## src/rtl/dte_pkg.sv

```systemverilog
// Package for the domain trie engine: sizes, codes, payload and control types.
package dte_pkg;

    localparam int NodeCount    = 1024;
    localparam int AlphabetSize = 38;
    localparam int NodeW        = $clog2(NodeCount);
    localparam int EdgeW        = 6;
    localparam int SlotCount    = NodeCount * AlphabetSize;
    localparam int SlotW        = $clog2(SlotCount);
    localparam int CountW       = 6;

    localparam logic [1:0] OP_SEARCH = 2'd0;
    localparam logic [1:0] OP_INSERT = 2'd1;
    localparam logic [1:0] OP_ERASE  = 2'd2;

    localparam logic [1:0] ST_OK   = 2'd0;
    localparam logic [1:0] ST_MISS = 2'd1;
    localparam logic [1:0] ST_BAD  = 2'd2;
    localparam logic [1:0] ST_FULL = 2'd3;

    typedef struct packed {
        logic [1:0]  opcode;
        logic [7:0]  char_code;
        logic        last_char;
        logic [31:0] ip_address;
    } t_in_item;

    typedef struct packed {
        logic [1:0]  status;
        logic [9:0]  node_index;
        logic [31:0] found_ip;
    } t_out_item;

    // Controller to datapath commands
    typedef struct packed {
        logic clr_step;    // write clear pass address
        logic load_item;   // latch item, look up child slot
        logic descend;     // apply child lookup result
        logic finish;      // last-character action
        logic walk_check;  // read node of erase walk
        logic walk_step;   // unlink node and move up
    } t_cmd;

    typedef struct packed {
        logic clr_done;
        logic walk_stop;
    } t_sts;

    // Edge id of a byte; valid=0 when not allowed
    function automatic logic [EdgeW:0] edge_of(input logic [7:0] c);
        logic [7:0] l;
        l = c;
        if (c >= 8'h41 && c <= 8'h5A) l = c + 8'h20;
        if (l >= 8'h61 && l <= 8'h7A) return {1'b1, 6'(l - 8'h61)};
        if (l >= 8'h30 && l <= 8'h39) return {1'b1, 6'(l - 8'h30 + 8'd26)};
        if (l == 8'h2D) return {1'b1, 6'd36};
        if (l == 8'h2E) return {1'b1, 6'd37};
        return '0;
    endfunction

endpackage

```

## src/rtl/dte_ctrl.sv

```systemverilog
// Controller: clear pass, per-character sequencing, erase walk, output handshake.
module dte_ctrl import dte_pkg::*; (
    input  logic i_clk,
    input  logic i_rst_n,
    input  logic i_valid,
    input  logic i_last,
    input  logic i_erase,
    output logic o_ready,
    output logic o_valid,
    input  logic i_ready,
    input  t_sts i_sts,
    output t_cmd o_cmd
);
    typedef enum logic [2:0] {
        S_CLR, S_IDLE, S_DESC, S_LOOK, S_FIN, S_WCHK, S_WSTEP
    } t_state;
    t_state r_state;
    logic   r_valid, r_last, r_erase;

    assign o_valid = r_valid;
    assign o_ready = (r_state == S_IDLE) && !r_valid;

    always_comb begin
        o_cmd = '0;
        o_cmd.clr_step   = (r_state == S_CLR);
        o_cmd.load_item  = i_valid && o_ready;
        o_cmd.descend    = (r_state == S_DESC);
        o_cmd.finish     = (r_state == S_FIN);
        o_cmd.walk_check = (r_state == S_WCHK);
        o_cmd.walk_step  = (r_state == S_WSTEP);
    end

    always_ff @(posedge i_clk) begin
        if (!i_rst_n) begin
            r_state <= S_CLR; r_valid <= 1'b0; r_last <= 1'b0; r_erase <= 1'b0;
        end else begin
            if (r_valid && i_ready) r_valid <= 1'b0;
            unique case (r_state)
                S_CLR:  if (i_sts.clr_done) r_state <= S_IDLE;
                S_IDLE: if (i_valid && o_ready) begin
                    r_state <= S_DESC; r_last <= i_last; r_erase <= i_erase;
                end
                S_DESC: r_state <= r_last ? S_LOOK : S_IDLE;
                // node tables read at the final node
                S_LOOK: r_state <= S_FIN;
                S_FIN: begin
                    r_valid <= 1'b1;
                    r_state <= r_erase ? S_WCHK : S_IDLE;
                end
                S_WCHK:  r_state <= S_WSTEP;
                S_WSTEP: r_state <= i_sts.walk_stop ? S_IDLE : S_WCHK;
                default: r_state <= S_IDLE;
            endcase
        end
    end
endmodule

```

## config.mk

```make
export PLATFORM = sky130hd
export DESIGN_NAME = dte_ctrl
export DESIGN_NICKNAME = d
export VERILOG_FILES = /design/src/rtl/dte_pkg.sv /design/src/rtl/dte_ctrl.sv
export SDC_FILE = /design/constraint.sdc
export NUM_CORES = 1
export LEC_CHECK = 0
export ABC_AREA = 1
export BUFFER_PORTS_ARGS = -buffer_cell sky130_fd_sc_hd__buf_2
export CAP_MARGIN = 20
export CORE_AREA = 2 2 39 41
export CTS_CLUSTER_DIAMETER = 120
export CTS_CLUSTER_SIZE = 10
export DETAILED_ROUTE_END_ITERATION = 10
export DIE_AREA = 0 0 41 43
export PLACE_DENSITY_LB_ADDON = 0.08
export SKIP_LAST_GASP = 1
export SLEW_MARGIN = 20
export SYNTH_ARGS = -nofsm -noshare
export SYNTH_HDL_FRONTEND = slang
export SYNTH_SLANG_ARGS = --single-unit
```

## constraint.sdc

```tcl
create_clock -name i_clk -period 1.1 [get_ports i_clk]
set_input_delay 0.11 -clock i_clk [delete_from_list [all_inputs] [get_ports i_clk]]
set_output_delay 0.11 -clock i_clk [all_outputs]
set_load 0.01 [all_outputs]
```

# Word-level counts from Yosys, hierarchy flattened

Index checks and enable logic that the tools add are counted.

Add/subtract/negate cells: 0
Multiply operators: 0
Divide/modulo/power cells: 0
Magnitude comparators: 0
Equality and inequality tests: 8
Shift operators: 0
Muxes and demuxes: 8
Bitwise gates (word level): 0
Reduce and logical (&&, ||, !) cells: 8

Operators with widths:

| cell                                                                  | count |
|---|---|
| 3-bit one-hot mux with 7 select lines                                 | 1 |
| 3-bit 2-to-1 mux                                                      | 4 |
| 3-bit equality test, second input constant                            | 3 |
| 3-bit by 2-bit equality test with 1-bit output, second input constant | 2 |
| 2-bit inequality test, second input constant                          | 2 |
| 2-bit AND reduction                                                   | 2 |
| 3-bit by 1-bit equality test with 1-bit output, second input constant | 1 |
| 1-bit logical AND                                                     | 3 |
| 3-bit zero test                                                       | 1 |
| 1-bit 2-to-1 mux                                                      | 2 |
| 2-bit 2-to-1 mux                                                      | 1 |
| 2-bit nonzero test                                                    | 1 |
| 1-bit zero test                                                       | 1 |

Register bits after elaboration: 6
Latch bits: 0
Bits in writable memories: 0
Bits in read-only memories: 0
Bits of input ports: 8
Output and inout bits: 8
Logic and storage cells: 28
Memories kept: 0

# Longest topological paths before layout

Gate-level depths: netlist of the first run.

Depth after elaboration: 5
Mapped depth: 6
Depth with buffers taken out: 6

# Worst setup path before layout of the first run

OpenSTA, ideal clock, no wires.

Kind: reg-to-output
From: register r_state[0]
To: output o_ready
Arrival time: 866 ps
Data required time: 990 ps
Path slack: 124 ps
Cell stages (with the launch flop): 5
Buffers on the path: 0
Cell sequence: dfxtp_1 -> inv_2 -> nor2_4 -> inv_2 -> nor3_1

Longest elaborated chain between the ends: 2

RTL lines:

| what                                           | RTL line       | text |
|---|---|---|
| start: declaration                             | dte_ctrl.sv:17 | `t_state r_state;` |
| start signal: assignment                       | dte_ctrl.sv:43 | `S_DESC: r_state <= r_last ? S_LOOK : S_IDLE;` |
| start signal: assignment                       | dte_ctrl.sv:48 | `r_state <= r_erase ? S_WCHK : S_IDLE;` |
| start signal: assignment                       | dte_ctrl.sv:51 | `S_WSTEP: r_state <= i_sts.walk_stop ? S_IDLE : S_WCHK;` |
| 3-bit by 1-bit equality test with 1-bit output | dte_ctrl.sv:21 | `assign o_ready = (r_state == S_IDLE) && !r_valid;` |
| 1-bit logical AND                              | dte_ctrl.sv:21 |  |
| end: declaration                               | dte_ctrl.sv:8  | `output logic o_ready,` |

Every way passes these cells.

==> qor.txt, run 1 <==
outcome: finished with violations
violated checks: negative setup slack
Die Y-Extent: 43 um
final period utilization: 109%
latest clock arrival within the worst-skew pair: 240 ps
most common cell after layout, fill and taps aside: buf_2
endpoints failing setup: 4
Slew HR: 84.0%
cts hold-fix bufs: 0
TritonRoute pass-1 iters: 2
DRC viols: 0
Max Slew Vio Count: 0
Mean Syn Cell Area: 6.44 um2
via count: 436
Cells after Synth: 55
share of power burned in registers: 35.7%
number of port buffers: 15
Die ar.: 0.00176 mm2
maximum clock frequency: 835 MHz
slowest cell on the critical path: dfxtp_2
worst vdd ir: 531 uV
final worst slack: -96.9 ps
Inst Count DP: 86
initial drt markers: 1
Syn Nets: 63
# diodes: 0
Clock power frac: 27.3%
antenna violations before repair: 0
FP Rows: 14
largest net degree at the start of global routing: 8
CTS Sinks: 6
crit path cell chain: inv_4, buf_4, buf_6, nand3_2, inv_1, buf_2
die span in x: 41 um
global-route wire length before repair: 1370 um
Power Total: 730 uW
Post-Syn Area: 354 um2
CTS root buffer: clkbuf_4
number of global-route vias before repair: 348
Layout area overhead: 76.0%
area share of the largest cell type after synthesis: 33.9%
main area contributors after synthesis: dfxtp_1 (34%), nor2_1 (12%), inv_1 (11%)
RePlAce Congestion: 0.662
Internal: 506 uW
Ports: 16
Clock Path Buffers: 2
CP Max Fanout: 3
switching power: 224 uW
crit path capture type: primary output
Starting Density: 25.6%
Netlist cell types: 15
Critical Path RT: 990 ps
Filler Cells Inserted: 153
CP peak stage delay: 340 ps
worst slew pin tran: 239 ps
Leakage: 0.339 nW
most frequent cells in the layout: buf_2 (13), nor2_1 (10), nand2_1 (10)
Startpoint Class: flop
clock-pin slew on the worst setup and hold paths: 50 ps
Layout Cells excl Fill: 101
drt wl/cell: 9.35 um
min Tclk post-route: 1200 ps
Setup TNS: -329 ps
nets@finish: 95
Pwr Density: 1170 mW/mm2
share of cells above drive strength 1: 52.9%
post-synthesis sequential area ratio: 33.9%
path category of the worst min-delay check: in2reg
Crit path arrival time: 1090 ps
Sw Ratio: 30.7%
Ys Warns: 0
critical path class: reg2out
Final HPWL DP: 628 um
area leader, netlist: dfxtp_1
r2r setup slk: 0 ps
Vias/cell: 4.32
post-route ant nets: 0
H-tree levels: 1
RSZ-0062 raised after global routing: yes
combinational share of power: 37.0%
worst clock skew: 1.61 ps
routed wire length: 944 um
CTS buffer count: 3
Seq cells post-synth: 6
total global routing overflow: 0
Tot GR Track Use: 12.0%
TritonCTS clock tree: done
Core Region: 0.00138 mm2
Max Cap Viol: 0
Final Hold Fails: 0
[synth_stat cells]
cell	n
a21oi_1	2
dfxtp_1	6
inv_1	10
inv_2	4
nand2_1	10
nand3_1	4
nand3b_1	1
nand4_1	1
nand4_4	1
nor2_1	11
nor2_2	1
nor2_4	1
nor3_1	1
o211ai_1	1
o21a_1	1
[critical path: cells and delay by family, from the launching register on]
family	cells	cell delay, ps
flops	1	340
simple gates	1	60
buf+inv	5	450
[power by group through the flow]
stage / clock (mW) / sequential, mW / combinational [mW]
floorplan: 0 / 0.257 / 0.108
global placement: 0 / 0.260 / 0.164
detailed placement: 0 / 0.261 / 0.160
CTS: 0.210 / 0.260 / 0.218
global route: 0.226 / 0.263 / 0.295
finish: 0.199 / 0.260 / 0.270
[cells by family after synthesis]
family / after synthesis / synth area share [%]
simple gates: 31 / 44.2
buf+inv: 14 / 14.8
flops: 6 / 33.9
compound gates: 4 / 7.07
[stage by stage]
stage	util [%]	cell area (um2)	setup slack, ps	hold slack, ps
final	45.0	623	-96.9	92.2
after global routing	45.0	623	-158	98.7
after CTS	40.2	557	-91.4	91.9
after detailed placement	32.5	449	72.2	341
after global placement	32.5	449	49.5	337
after floorplan	-	354	124	208
[what timing repair did]
action / CTS / global route
resized for setup: 10 / 8
endpoints found under the setup margin: 7 / 9
pin swaps: 1 / 3
buffers inserted: 7 / 5
[registers in the layout (all words and copies together), names as in the netlist]
name     flops
r_state      3
o_valid      1
r_erase      1
r_last       1
[metal layers]
metal	GRT usage, %	vias to the layer above	part of all wire (%)
li1	-	229	-
met1	13.7	196	44
met2	17.5	9	48
met3	3.14	2	5.8
met4	10.0	0	1.6
met5	0	-	0
[layout make-up]
class                   count  area (um2)  area share, %
flip-flops and latches      6         129           20.7
multi-input cells          35         204           32.7
clock buffers               3        22.5           3.61
well taps                  16        20.0           3.21
repair buffers             27         193           30.9
inverters                  14        55.1           8.84
[worst paths after layout]
kind | cells after the start | endpoint | start
worst max-delay path | 6 | o_cmd[3] | r_state[0]
worst min-delay path | 3 | r_erase | i_erase
worst max register to register | 7 | o_valid | r_state[0]
worst min register to register | 4 | r_erase | r_erase
No activity file was read; power rests on OpenSTA's default activity.
==> run 2: changes to the inputs <==
- RECOVER_POWER: unset -> 25
- clock period: 1.1 -> 1.52 ns (I/O delays scaled with it)
==> qor.txt, run 2 (synthesis gave the netlist of run 1 again) <==
Worst path most repeated cell: inv_2
crit path capture type: primary output
initial drt markers: 4
number of port buffers: 15
largest net degree at the start of global routing: 8
via count: 379
share of power burned in registers: 41.7%
min Tclk post-route: 1340 ps
Util after Layout: 34.0%
Internal: 306 uW
Setup crit end: o_ready
crit path cell chain: inv_2, nor2_4, inv_2, nor3_1, buf_2
CP Launch Point: r_state[0]
r2r setup slk: 530 ps
Slew HR: 82.9%
RePlAce Congestion: 0.641
Pwr Density: 949 mW/mm2
Critical Path RT: 1370 ps
total global routing overflow: 0
final period utilization: 88.3%
Layout area overhead: 32.9%
worst clock skew: 1.61 ps
CP Max Fanout: 6
Die Y-Extent: 43 um
CTS Sinks: 6
Clock Path Buffers: 2
Die ar.: 0.00176 mm2
Crit path arrival time: 1190 ps
Setup TNS: 0 ps
post-route ant nets: 0
Seq. cell area: 120 um2
clock-pin slew on the worst setup and hold paths: 50 ps
RR Startpoint: r_state[1]
worst slew pin tran: 257 ps
routed wire length: 795 um
number of global-route vias before repair: 350
most common cell after layout, fill and taps aside: buf_2
TritonRoute pass-1 iters: 2
Clock power frac: 32.6%
depth of the most critical reg-to-reg path: 5
Sw Ratio: 31.5%
slowest cell on the critical path: dfxtp_1
nets@finish: 83
CP peak stage delay: 370 ps
RR Endpoint: r_state[1]
outcome: finished, final reports clean
Core Region: 0.00138 mm2
H-tree levels: 1
# diodes: 0
Filler Cells Inserted: 167
most frequent cells in the layout: buf_2 (14), nor2_1 (11), inv_1 (10), nand2_1 (10), dfxtp_1 (6)
drt wl/cell: 8.93 um
max reg flops: 3
antenna violations before repair: 0
switching power: 141 uW
share of cells above drive strength 1: 31.5%
CTS root buffer: clkbuf_4
Multi-input gate area: 181 um2
Final HPWL DP: 654 um
critical path class: reg2out
latest clock arrival within the worst-skew pair: 240 ps
Final Hold Fails: 0
CTS buffer count: 3
Biggest register: r_state
endpoints failing setup: 0
FP Rows: 14
Max Cap Viol: 0
Startpoint Class: flop
die span in x: 41 um
TritonCTS clock tree: done
Leakage: 0.265 nW
post-CTS sizing: 0
global-route wire length before repair: 1380 um
RSZ-0062 raised after global routing: no
Tot GR Track Use: 12.4%
Post-CTS Setup Bufs: 0
maximum clock frequency: 745 MHz
cts hold-fix bufs: 0
Ports: 16
Vias/cell: 4.26
DRC viols: 0
Max Slew Vio Count: 0
combinational share of power: 25.7%
worst vdd ir: 347 uV
path category of the worst min-delay check: in2reg
Starting Density: 25.6%
## run 2: power groups by stage
stage	combinational, mW	sequential [mW]	clock [mW]
2_1_floorplan	0.0783	0.186	0
3_3_place_gp	0.118	0.189	0
3_5_place_dp	0.116	0.189	0
4_1_cts	0.117	0.186	0.155
5_1_grt	0.134	0.189	0.165
6_report	0.115	0.186	0.145
## run 2: layout make-up
cell class | count | area share (%)
clock buffer | 3 | 4.79
inverter | 14 | 11.2
multi-input combinational | 35 | 38.6
sequential | 6 | 25.5
tap | 16 | 4.26
timing repair buffer | 15 | 15.7
## run 2: per-stage QoR
| stage | power (mW) | hold slack (ps) | std cells | cell area, um2 | setup WS, ps |
|---|---|---|---|---|---|
| 6_report | 0.446 | 137 | 89 | 470 | 178 |
| 5_1_grt | 0.488 | 140 | 89 | 470 | 68.1 |
| 4_1_cts | 0.458 | 134 | 89 | 472 | 170 |
| 3_5_place_dp | 0.305 | 388 | 86 | 449 | 437 |
| 3_3_place_gp | 0.308 | 390 | 86 | 449 | 469 |
| 2_1_floorplan | 0.265 | 250 | 55 | 354 | 502 |
## run 2: worst min path at each step
stage            start    endpoint  slack [ps]  cells after the start
3_5_place_dp    i_last      r_last         390                      3
5_1_grt         i_last      r_last         140                      3
2_1_floorplan  i_rst_n  r_state[2]         250                      2
4_1_cts         i_last      r_last         130                      3
3_3_place_gp    i_last      r_last         390                      3
6_report        i_last      r_last         140                      3
## run 2: layer usage
metal / vias up / wire length, um / GRT usage [%]
met4: 0 / 15 / 12.0
met1: 160 / 375 / 16.0
met2: 13 / 350 / 15.6
li1: 204 / - / -
met5: - / 0 / 0
met3: 2 / 52 / 3.14
## run 2: worst max-delay path: cells and delay by family (launching register included)
kind | cells | cell delay, ps
buffers and inverters | 3 | 310
and+or+nand+nor | 2 | 270
DFF | 1 | 370
